### src/rtl/hff_pkg.sv
// ----------------------------------------------------------------------------
// hff_pkg
// Shared types, character codes and the digit lookup for the hex field
// formatter and its port checker.
// ----------------------------------------------------------------------------
package hff_pkg;

  // ASCII codes used by the formatter
  localparam logic [7:0] CHAR_ZERO  = 8'h30;  // '0'
  localparam logic [7:0] CHAR_SPACE = 8'h20;  // ' '
  localparam logic [7:0] CHAR_X_UP  = 8'h58;  // 'X'
  localparam logic [7:0] CHAR_X_LO  = 8'h78;  // 'x'
  localparam logic [7:0] CHAR_A_UP  = 8'h41;  // 'A'
  localparam logic [7:0] CHAR_A_LO  = 8'h61;  // 'a'
  localparam logic [7:0] CHAR_NINE  = 8'h39;  // '9'
  localparam logic [7:0] CHAR_F_UP  = 8'h46;  // 'F'
  localparam logic [7:0] CHAR_F_LO  = 8'h66;  // 'f'

  // Sequencer phases, one-hot
  typedef enum logic [8:0] {
    ST_IDLE  = 9'b000000001,
    ST_SETUP = 9'b000000010,
    ST_SIZE  = 9'b000000100,
    ST_LEAD  = 9'b000001000,
    ST_PFX   = 9'b000010000,
    ST_ZPAD  = 9'b000100000,
    ST_ZERO  = 9'b001000000,
    ST_DIGIT = 9'b010000000,
    ST_TRAIL = 9'b100000000
  } state_e;

  // One hex nibble to its ASCII digit
  function automatic logic [7:0] hex_char(input logic [3:0] nib, input logic upper);
    logic [7:0] base;
    base = upper ? CHAR_A_UP : CHAR_A_LO;
    if (nib < 4'd10) begin
      hex_char = CHAR_ZERO + {4'd0, nib};
    end else begin
      hex_char = base + {4'd0, nib - 4'd10};
    end
  endfunction

endpackage

### src/rtl/hex_field_formatter.sv
// ----------------------------------------------------------------------------
// hex_field_formatter
// Formats one 32-bit unsigned value as a printf %x / %X field and streams
// the characters out one request per character.
// ----------------------------------------------------------------------------
// Usage:
//   Input channel (in_valid_i / in_stall_o) takes one value with its flags.
//   Output channel (out_valid_o / out_stall_i) returns the field characters
//   in order, last_char_o marking the final one. A field of zero length
//   (zero value, precision zero, width zero) returns nothing.
// Timing:
//   The block works on one request at a time; in_stall_o stays high from
//   the cycle after acceptance until the last character has been loaded
//   into the output register. The ST_SETUP and ST_SIZE states size the
//   field, then the characters come from two down counters (segment and
//   remaining) and a 32-bit digit shifter that moves up a nibble per digit;
//   the sequencer also steps past each segment ahead of the one holding
//   the last character (at most five). A field holds N <= MAX_CHARS
//   characters.
// Reset:
//   rst_ni clears the sequencer and the output valid; no request is lost
//   other than one in flight.
// Stall:
//   A stalled character holds in the output register; the sequencer waits
//   until the register frees up.
// ----------------------------------------------------------------------------
module hex_field_formatter #(
  parameter int MAX_CHARS = 64
) (
  input  logic        clk_i,
  input  logic        rst_ni,
  // request in
  input  logic        in_valid_i,
  output logic        in_stall_o,
  input  logic [31:0] value_i,
  input  logic        upper_case_i,
  input  logic        alt_form_i,
  input  logic        left_justify_i,
  input  logic        zero_pad_i,
  input  logic        has_precision_i,
  input  logic [5:0]  precision_i,
  input  logic [6:0]  field_width_i,
  // characters out
  output logic        out_valid_o,
  input  logic        out_stall_i,
  output logic [7:0]  out_char_o,
  output logic        last_char_o
);

  localparam int CW = $clog2(MAX_CHARS + 1);
  localparam logic [6:0] PREC_MAX = 7'(MAX_CHARS - 2);
  localparam logic [6:0] WID_MAX  = 7'(MAX_CHARS);

  hff_pkg::state_e state_q, state_d;

  logic [31:0]   val_q;
  logic          upper_q, alt_q, left_q, zp_q, hp_q;
  logic [CW-1:0] prec_q, wid_q;
  logic [3:0]    ndig_q, ndig_d;
  logic          pre_q, pre_d;
  logic [CW-1:0] zeros_q, zeros_d;
  logic [CW-1:0] body_q, body_d;
  logic [CW-1:0] pad_q, pad_d;
  logic [CW-1:0] cnt_q, cnt_d;
  logic [CW-1:0] rem_q, rem_d;
  logic [31:0]   dig_q, dig_d;

  logic          out_valid_q, out_valid_d;
  logic [7:0]    out_char_q, out_char_d;
  logic          out_last_q, out_last_d;

  logic          in_acc;
  logic          out_free;
  logic          zpad_eff;
  logic [6:0]    prec_ext, wid_ext;
  logic [3:0]    shift_nib;
  logic          emit;
  logic [7:0]    emit_char;

  assign in_acc   = in_valid_i && (state_q == hff_pkg::ST_IDLE);
  assign out_free = !out_valid_q || !out_stall_i;
  assign zpad_eff = !left_q && zp_q && !hp_q;

  // Clamp precision and width on capture
  assign prec_ext = has_precision_i ? {1'b0, precision_i} : 7'd0;
  assign wid_ext  = field_width_i;

  always_ff @(posedge clk_i) begin
    if (in_acc) begin
      val_q   <= value_i;
      upper_q <= upper_case_i;
      alt_q   <= alt_form_i;
      left_q  <= left_justify_i;
      zp_q    <= zero_pad_i;
      hp_q    <= has_precision_i;
      prec_q  <= CW'((prec_ext > PREC_MAX) ? PREC_MAX : prec_ext);
      wid_q   <= CW'((wid_ext > WID_MAX) ? WID_MAX : wid_ext);
    end
  end

  // Digit count: top nonzero nibble position; 0 for value 0 at precision 0
  always_comb begin
    ndig_d = 4'd1;
    for (int i = 1; i < 8; i++) begin
      if (val_q[4*i +: 4] != 4'd0) ndig_d = 4'(i + 1);
    end
    if (hp_q && (prec_q == '0) && (val_q == 32'd0)) ndig_d = 4'd0;
  end

  // Field sizing terms for the setup and size states
  always_comb begin
    pre_d   = alt_q && (val_q != 32'd0);
    zeros_d = (hp_q && (prec_q > CW'(ndig_d))) ? prec_q - CW'(ndig_d) : '0;
    body_d  = (pre_d ? CW'(2) : '0) + zeros_d + CW'(ndig_d);
    pad_d   = (wid_q > body_q) ? wid_q - body_q : '0;
  end

  assign shift_nib = 4'd8 - ndig_q;

  // Character for the current phase
  always_comb begin
    emit_char = hff_pkg::CHAR_SPACE;
    case (state_q)
      hff_pkg::ST_PFX: begin
        if (cnt_q == CW'(2)) begin
          emit_char = hff_pkg::CHAR_ZERO;
        end else begin
          emit_char = upper_q ? hff_pkg::CHAR_X_UP : hff_pkg::CHAR_X_LO;
        end
      end
      hff_pkg::ST_ZPAD,
      hff_pkg::ST_ZERO:  emit_char = hff_pkg::CHAR_ZERO;
      hff_pkg::ST_DIGIT: emit_char = hff_pkg::hex_char(dig_q[31:28], upper_q);
      default:           emit_char = hff_pkg::CHAR_SPACE;
    endcase
  end

  // Sequencer: each output phase counts its segment down, then loads the next
  always_comb begin
    state_d  = state_q;
    cnt_d    = cnt_q;
    rem_d    = rem_q;
    dig_d    = dig_q;
    emit     = 1'b0;
    case (state_q)
      hff_pkg::ST_IDLE: begin
        if (in_acc) state_d = hff_pkg::ST_SETUP;
      end
      hff_pkg::ST_SETUP: begin
        state_d = hff_pkg::ST_SIZE;
      end
      hff_pkg::ST_SIZE: begin
        dig_d = val_q << {shift_nib, 2'b00};
        rem_d = (wid_q > body_q) ? wid_q : body_q;
        cnt_d = (!left_q && !zpad_eff) ? pad_d : '0;
        if ((wid_q == '0) && (body_q == '0)) begin
          state_d = hff_pkg::ST_IDLE;
        end else begin
          state_d = hff_pkg::ST_LEAD;
        end
      end
      hff_pkg::ST_LEAD,
      hff_pkg::ST_PFX,
      hff_pkg::ST_ZPAD,
      hff_pkg::ST_ZERO,
      hff_pkg::ST_DIGIT,
      hff_pkg::ST_TRAIL: begin
        if (cnt_q == '0) begin
          // segment done: move on and load the next segment length
          case (state_q)
            hff_pkg::ST_LEAD: begin
              state_d = hff_pkg::ST_PFX;
              cnt_d   = pre_q ? CW'(2) : '0;
            end
            hff_pkg::ST_PFX: begin
              state_d = hff_pkg::ST_ZPAD;
              cnt_d   = zpad_eff ? pad_q : '0;
            end
            hff_pkg::ST_ZPAD: begin
              state_d = hff_pkg::ST_ZERO;
              cnt_d   = zeros_q;
            end
            hff_pkg::ST_ZERO: begin
              state_d = hff_pkg::ST_DIGIT;
              cnt_d   = CW'(ndig_q);
            end
            hff_pkg::ST_DIGIT: begin
              state_d = hff_pkg::ST_TRAIL;
              cnt_d   = left_q ? pad_q : '0;
            end
            default: begin
              state_d = hff_pkg::ST_IDLE;
            end
          endcase
        end else if (out_free) begin
          emit  = 1'b1;
          cnt_d = cnt_q - CW'(1);
          rem_d = rem_q - CW'(1);
          if (state_q == hff_pkg::ST_DIGIT) dig_d = {dig_q[27:0], 4'd0};
          if (rem_q == CW'(1)) state_d = hff_pkg::ST_IDLE;
        end
      end
      default: begin
        state_d = hff_pkg::ST_IDLE;
      end
    endcase
  end

  // Output register
  always_comb begin
    out_valid_d = out_valid_q && out_stall_i;
    out_char_d  = out_char_q;
    out_last_d  = out_last_q;
    if (emit) begin
      out_valid_d = 1'b1;
      out_char_d  = emit_char;
      out_last_d  = (rem_q == CW'(1));
    end
  end

  // Control state
  always_ff @(posedge clk_i or negedge rst_ni) begin
    if (!rst_ni) begin
      state_q     <= hff_pkg::ST_IDLE;
      out_valid_q <= 1'b0;
    end else begin
      state_q     <= state_d;
      out_valid_q <= out_valid_d;
    end
  end

  // Working registers
  always_ff @(posedge clk_i) begin
    cnt_q      <= cnt_d;
    rem_q      <= rem_d;
    dig_q      <= dig_d;
    out_char_q <= out_char_d;
    out_last_q <= out_last_d;
    if (state_q == hff_pkg::ST_SETUP) begin
      ndig_q  <= ndig_d;
      pre_q   <= pre_d;
      zeros_q <= zeros_d;
      body_q  <= body_d;
    end
    if (state_q == hff_pkg::ST_SIZE) begin
      pad_q <= pad_d;
    end
  end

  assign in_stall_o  = (state_q != hff_pkg::ST_IDLE);
  assign out_valid_o = out_valid_q;
  assign out_char_o  = out_char_q;
  assign last_char_o = out_last_q;

endmodule

### config.mk
export PLATFORM = sky130hd
export DESIGN_NAME = hex_field_formatter
export DESIGN_NICKNAME = d
export VERILOG_FILES = /design/src/rtl/hff_pkg.sv /design/src/rtl/hex_field_formatter.sv
export SDC_FILE = /design/constraint.sdc
export NUM_CORES = 1
export LEC_CHECK = 0
export ABC_AREA = 0
export BUFFER_PORTS_ARGS = -buffer_cell sky130_fd_sc_hd__buf_2
export CAP_MARGIN = 20
export CORE_UTILIZATION = 46
export CTS_CLUSTER_DIAMETER = 50
export CTS_CLUSTER_SIZE = 30
export DETAILED_ROUTE_END_ITERATION = 16
export PLACE_DENSITY = 0.72
export SETUP_SLACK_MARGIN = 0.1
export SYNTH_ARGS = -nofsm -noshare
export SYNTH_HDL_FRONTEND = slang
export SYNTH_SLANG_ARGS = --single-unit
### constraint.sdc
create_clock -name clk_i -period 6 [get_ports clk_i]
set_input_delay 1.2 -clock clk_i [delete_from_list [all_inputs] [get_ports clk_i]]
set_output_delay 1.2 -clock clk_i [all_outputs]
set_load 0.005 [all_outputs]
Word-level counts from Yosys, hierarchy flattened
Cells that the tools add are included.

storage, ports and cells
  register bits = 142
  bits in latches = 0
  bits in writable memories = 0
  ROM bits = 0
  bits of input ports = 54
  output and inout port bits = 11
  word-level logic and storage cells = 135
  memories kept = 0

operators by class
  add/sub/neg operators = 10
  multipliers = 0
  div/mod/pow operators = 0
  $lt $le $gt $ge = 5
  equality and inequality tests = 19
  shifts and indexed selects = 1
  muxes and demuxes = 44
  bitwise operators = 0
  reduce and logical (&&, ||, !) cells = 36

operators by type and width
  kind                   count
  $mux W32               3
  $mux W7                11
  $pmux W32 S2           1
  $pmux W9 S5            1
  $mux W9                4
  $pmux W9 S4            1
  $pmux W7 S5            1
  $logic_not A32 Y1      1
  $mux W4                8
  $reduce_bool A32 Y1    1
  $shl A32 B6 Y32        1
  $logic_not A7 Y1       4
  $pmux W7 S2            2
  $reduce_bool A4 Y1     7
  $pmux W8 S3            1
  $mux W6                3
  $sub A7 B1 Y7 const B  2
  $logic_and A1 B1 Y1    10
  $eq A9 B1 Y1 const B   1
  $eq A9 B2 Y1 const B   1
  $eq A9 B3 Y1 const B   1
  $eq A9 B4 Y1 const B   1
  $eq A9 B5 Y1 const B   1
  $eq A9 B6 Y1 const B   1
  32 further kinds       47

Logic depth before layout (Yosys ltp)
  depth in word-level cells = 14
  depth in mapped cells = 20
  gate-level depth less buffers = 20

Worst setup path after synthesis
No wires, ideal clock.

  kind = register to register
  start = register state_q[8]
  end = register alt_q, enable pin
  library setup time = 458 ps
  data arrival time = 3,560 ps
  path slack = 1,982 ps
  cell stages (with the launch flop) = 6
  path buffers = 1
  clock period less this slack = 4,018 ps
  path through = dfrtp_1 > buf_2 > nor3_1 > nand3_1 > or3b_1 > nor2_1

between the ends
  longest elaborated chain between the ends = 2

ends and longest elaborated chain
  item                    RTL line                    source
  start, declared         hex_field_formatter.sv:54   hff_pkg::state_e state_q, state_d;
  start signal, assigned  hex_field_formatter.sv:224  state_q <= hff_pkg::ST_IDLE;
  start signal, assigned  hex_field_formatter.sv:227  state_q <= state_d;
  $eq A9 B1 Y1            hex_field_formatter.sv:80   assign in_acc = in_valid_i && (state_q == hff_pkg::ST_IDLE);
  $logic_and A1 B1 Y1     hex_field_formatter.sv:80
  named net in_acc        hex_field_formatter.sv:72   logic in_acc;
  end signal, assigned    hex_field_formatter.sv:92   alt_q <= alt_form_i;
  end, declared           hex_field_formatter.sv:57   logic upper_q, alt_q, left_q, zp_q, hp_q;

The timed path passes the listed nets, and every way through them passes these cells.
A chain may end at the register's enable or synchronous reset.

Final worst setup path
  start = register val_q[7]
  end = register body_q[5] (data pin)

between the ends
  longest elaborated chain between the ends = 14

ends and longest elaborated chain
  item                    RTL line                    source
  start, declared         hex_field_formatter.sv:56   logic [31:0] val_q;
  start signal, assigned  hex_field_formatter.sv:90   val_q <= value_i;
  $reduce_bool A4 Y1      hex_field_formatter.sv:105  if (val_q[4*i +: 4] != 4'd0) ndig_d = 4'(i + 1);
  $mux W2                 hex_field_formatter.sv:105
  $mux W4 (6 in a row)    hex_field_formatter.sv:105
  $mux W4                 hex_field_formatter.sv:107  if (hp_q && (prec_q == '0) && (val_q == 32'd0)) ndig_d = 4'd0;
  $gt A7 B4 Y1            hex_field_formatter.sv:113  zeros_d = (hp_q && (prec_q > CW'(ndig_d))) ? prec_q - CW'(ndig_d) : '0;
  $logic_and A1 B1 Y1     hex_field_formatter.sv:113
  $mux W7                 hex_field_formatter.sv:113
  $add A2 B7 Y7           hex_field_formatter.sv:114  body_d = (pre_d ? CW'(2) : '0) + zeros_d + CW'(ndig_d);
  $add A7 B4 Y7 (*)       hex_field_formatter.sv:114
  named net body_d[5]     hex_field_formatter.sv:62   logic [CW-1:0] body_q, body_d;
  end signal, assigned    hex_field_formatter.sv:243  body_q <= body_d;
  end, declared           hex_field_formatter.sv:62

The timed path passes the listed nets; every way through them passes the cells marked *.

==> results.sh <==
export IMPL_status="complete, no violations"
export IMPL_max_freq_ghz=0.215
export IMPL_hold_viol_final=0
export IMPL_r2r_start="val_q[7]"
export IMPL_fin_nets=810
export IMPL_fin_crit_ps=4650
export IMPL_hp_start="upper_q"
export IMPL_synth_warnings=0
export IMPL_clk_latency_ps=430
export IMPL_path_class="flop to flop"
export IMPL_leakage_nw=3.29
export IMPL_synth_seq_cells=140
export IMPL_worstMarginPinSlew_ps=769
export IMPL_synth_adder_area_share_pct=5.12
export IMPL_ctsRootBufferMaster="clkbuf_16"
export IMPL_synth_top_area_cell="edfxtp_1"
export IMPL_routabilityCongestion=0.840
export IMPL_drive_gt1_share_pct=18.0
export IMPL_synth_xor_area_share_pct=2.97
export IMPL_antenna_found_initial=0
export IMPL_r2r_end="body_q[5]"
export IMPL_clock_sinks=140
export IMPL_post_cts_resized=0
export IMPL_crit_required_ps=6170
export IMPL_synthDominantCellAreaShare_pct=50.9
export IMPL_netlist_top_cells_count="edfxtp_1 (130), nand2_1 (63), nor2_1 (37)"
export IMPL_dieHeight_um=131
export IMPL_placed_area_sq_um=8190
export IMPL_cts_hold_fix_buffers=0
export IMPL_path_cells="nor4_1, a21oi_1, o21ai_0, ha_1, nor2b_1, o21a_1, o21ai_1, a21oi_1, nand2_1, fa_1, inv_1, ha_1, inv_1, fa_1, inv_1, a21o_1, a21oi_1, xnor2_1"
export IMPL_start_util_pct=47.7
export IMPL_ir_drop_mv=0.257
export IMPL_via_count=5375
export IMPL_clock_skew_final_ps=8.47
export IMPL_maxCapViolations=0
export IMPL_synth_top_family_by_area="simple AND/OR/NAND/NOR gates"
export IMPL_fin_crit_sh_pct=77.5
export IMPL_die_area_sq_um=17200
export IMPL_synth_most_common_cell="edfxtp_1"
export IMPL_whs_path_depth=1
export IMPL_setup_viol=0
export IMPL_synth_area_per_cell_sq_um=11.6
export IMPL_min_path_type="flop to flop"
export IMPL_seq_area_frac_synth_pct=54.2
export IMPL_finalSetupTns_ps=0
export IMPL_core_area_sq_um=16100
export IMPL_die_w_um=131
export IMPL_end_kind="flop"
export IMPL_final_area_sq_um=8770
export IMPL_drt_iter0_drc=499
export IMPL_syn_to_final_growth_pct=14.4
export IMPL_critPathMaxStageDelay_ps=570
export IMPL_powerDensity_nw_per_um2=394
export IMPL_synth_async_reset_ratio_pct=7.14
export IMPL_dr_pass1_iters=5
export IMPL_synthSimpleGateAreaFrac_pct=14.6
export IMPL_cts_clk_slew_worst_paths_ps=60
export IMPL_critPathSlowestCell="o21ai_0"
export IMPL_rsz0062_at_grt="false"
export IMPL_slew_headroom_pct=48.7
export IMPL_detail_route_antenna_nets=0
export IMPL_ios=65
export IMPL_tritoncts="done"
export IMPL_synth_ff_type="edfxtp_1"
export IMPL_postCtsSetupBuffers=0
export IMPL_cts_inserted_buffers=17
export IMPL_overflow=0
export IMPL_gr_usage_all_layers_pct=21.1
export IMPL_drc_errors=0
export IMPL_port_buffers=63
export IMPL_clock_path_buffers=2
export IMPL_netlist_instances=663
export IMPL_cp_start_kind="flop"
export IMPL_hpwl_um=12300
export IMPL_synth_area_sq_um=7670
export IMPL_r2r_cells=18
export IMPL_std_cell_rows=46
export IMPL_grt_max_degree=67
export IMPL_routedWlPerCell_um=17.6
export IMPL_synthMuxAreaShare_pct=6.12
export IMPL_min_to="out_char_o[5]"
export IMPL_ys_types=69
export IMPL_rrSetupSlack_ps=1350
export IMPL_grt_pass1_wl_um=27000
export IMPL_cp_max_fo=4
export IMPL_synth_edf_count=130
export IMPL_viasPerCell=5.62
export IMPL_cp_arrival_ps=4820
export IMPL_htreeDepth=4
export IMPL_wl_um=16800
export IMPL_multi_input_area_sq_um=3250
export IMPL_grt_pass1_vias=5245
export IMPL_seqCellArea_sq_um=4160
export IMPL_synth_nets=746
export IMPL_slew_violations=0
export IMPL_synthTopCellsByArea="edfxtp_1 (51%), ha_1 (4.1%), nand2_1 (3.1%), dfrtp_1 (2.9%), mux2i_1 (2.7%)"
export IMPL_diodes=0
export IMPL_synth_compound_area_share_pct=13.3
export IMPL_nFillCells=1387
==> cells in the final DEF (no fill, tap or decap), types with 11 or more instances in the layout <==
cell	n
a211oi_1	11
a21oi_1	36
a22o_1	15
a22oi_1	11
buf_2	63
clkbuf_16	17
edfxtp_1	130
ha_1	25
inv_1	36
mux2i_1	21
nand2_1	63
nor2_1	36
nor2b_1	22
nor3_1	11
nor4_1	12
o21ai_0	19
o21ai_1	22
xnor2_1	16
==> how the worst max path moves through the flow <==
stage                     from        end  slack (ps)  cells after the start
finish                val_q[7]  body_q[5]        1350                     18
global route          val_q[6]  body_q[5]         960                     18
CTS                   val_q[6]  body_q[5]        1340                     18
detailed placement    val_q[6]  body_q[5]        1360                     18
global placement      val_q[6]  body_q[5]        1540                     18
floorplan           state_q[8]      alt_q        1980                      5
==> registers in the layout, indices dropped and copies added (netlist names) <==
signal	count
last_char_o	1
body_q	7
out_valid_o	1
prec_q	6
hp_q	1
val_q	32
dig_q	32
pad_q	7
state_q	9
ndig_q	4
out_char_o	7
alt_q	1
zp_q	1
wid_q	7
cnt_q	7
zeros_q	7
left_q	1
rem_q	7
pre_q	1
upper_q	1
==> worst max-delay path: cells and delay by family, from the launching register on <==
family | cells | cell delay (ps)
AOI/OAI and AO/OA | 7 | 1480
xor gates and xnor gates | 1 | 130
adders and majority gates | 4 | 1340
buffers and inverters | 3 | 190
DFF | 1 | 450
and+or+nand+nor | 3 | 800
==> routing by layer <==
metal	vias to the layer above	global-route usage [%]	part of all wire [%]
met5	-	0	0
met4	0	6.15	1.2
met3	19	5.44	5.7
met2	174	33.1	46
met1	2553	28.8	47
li1	2629	-	-
==> cells by family after synthesis <==
group           after synthesis
compound gates              157
other cells                   1
fa+ha+maj                    29
simple gates                211
flops                       140
buf+inv                      63
xor+xnor                     26
mux                          36
==> where the power goes <==
group / total, mW / internal, mW / switching (mW)
sequential: 1.45 / 1.32 / 0.129
combinational: 0.982 / 0.385 / 0.597
clock: 1.03 / 0.582 / 0.445
total: 3.46 / 2.29 / 1.17
==> through the flow <==
step	utilization, %	cells	setup slack, ps	hold slack (ps)	total power, mW
finish	54.6	956	1350	523	3.46
CTS	54.6	956	1340	526	3.47
global route	54.6	956	964	558	3.63
global placement	51.0	924	1540	506	2.40
detailed placement	51.0	924	1360	512	2.44
floorplan	-	663	1980	493	2.14
==> cell type report <==
| class | count | share of cell area (%) |
|---|---|---|
| inverter | 36 | 1.54 |
| clock buffer | 17 | 4.85 |
| sequential | 140 | 47.4 |
| clock inverter | 15 | 1.73 |
| timing repair buffer | 72 | 4.37 |
| tap | 216 | 3.08 |
| multi-input combinational | 460 | 37.1 |
No activity file was read; power rests on OpenSTA's default activity.
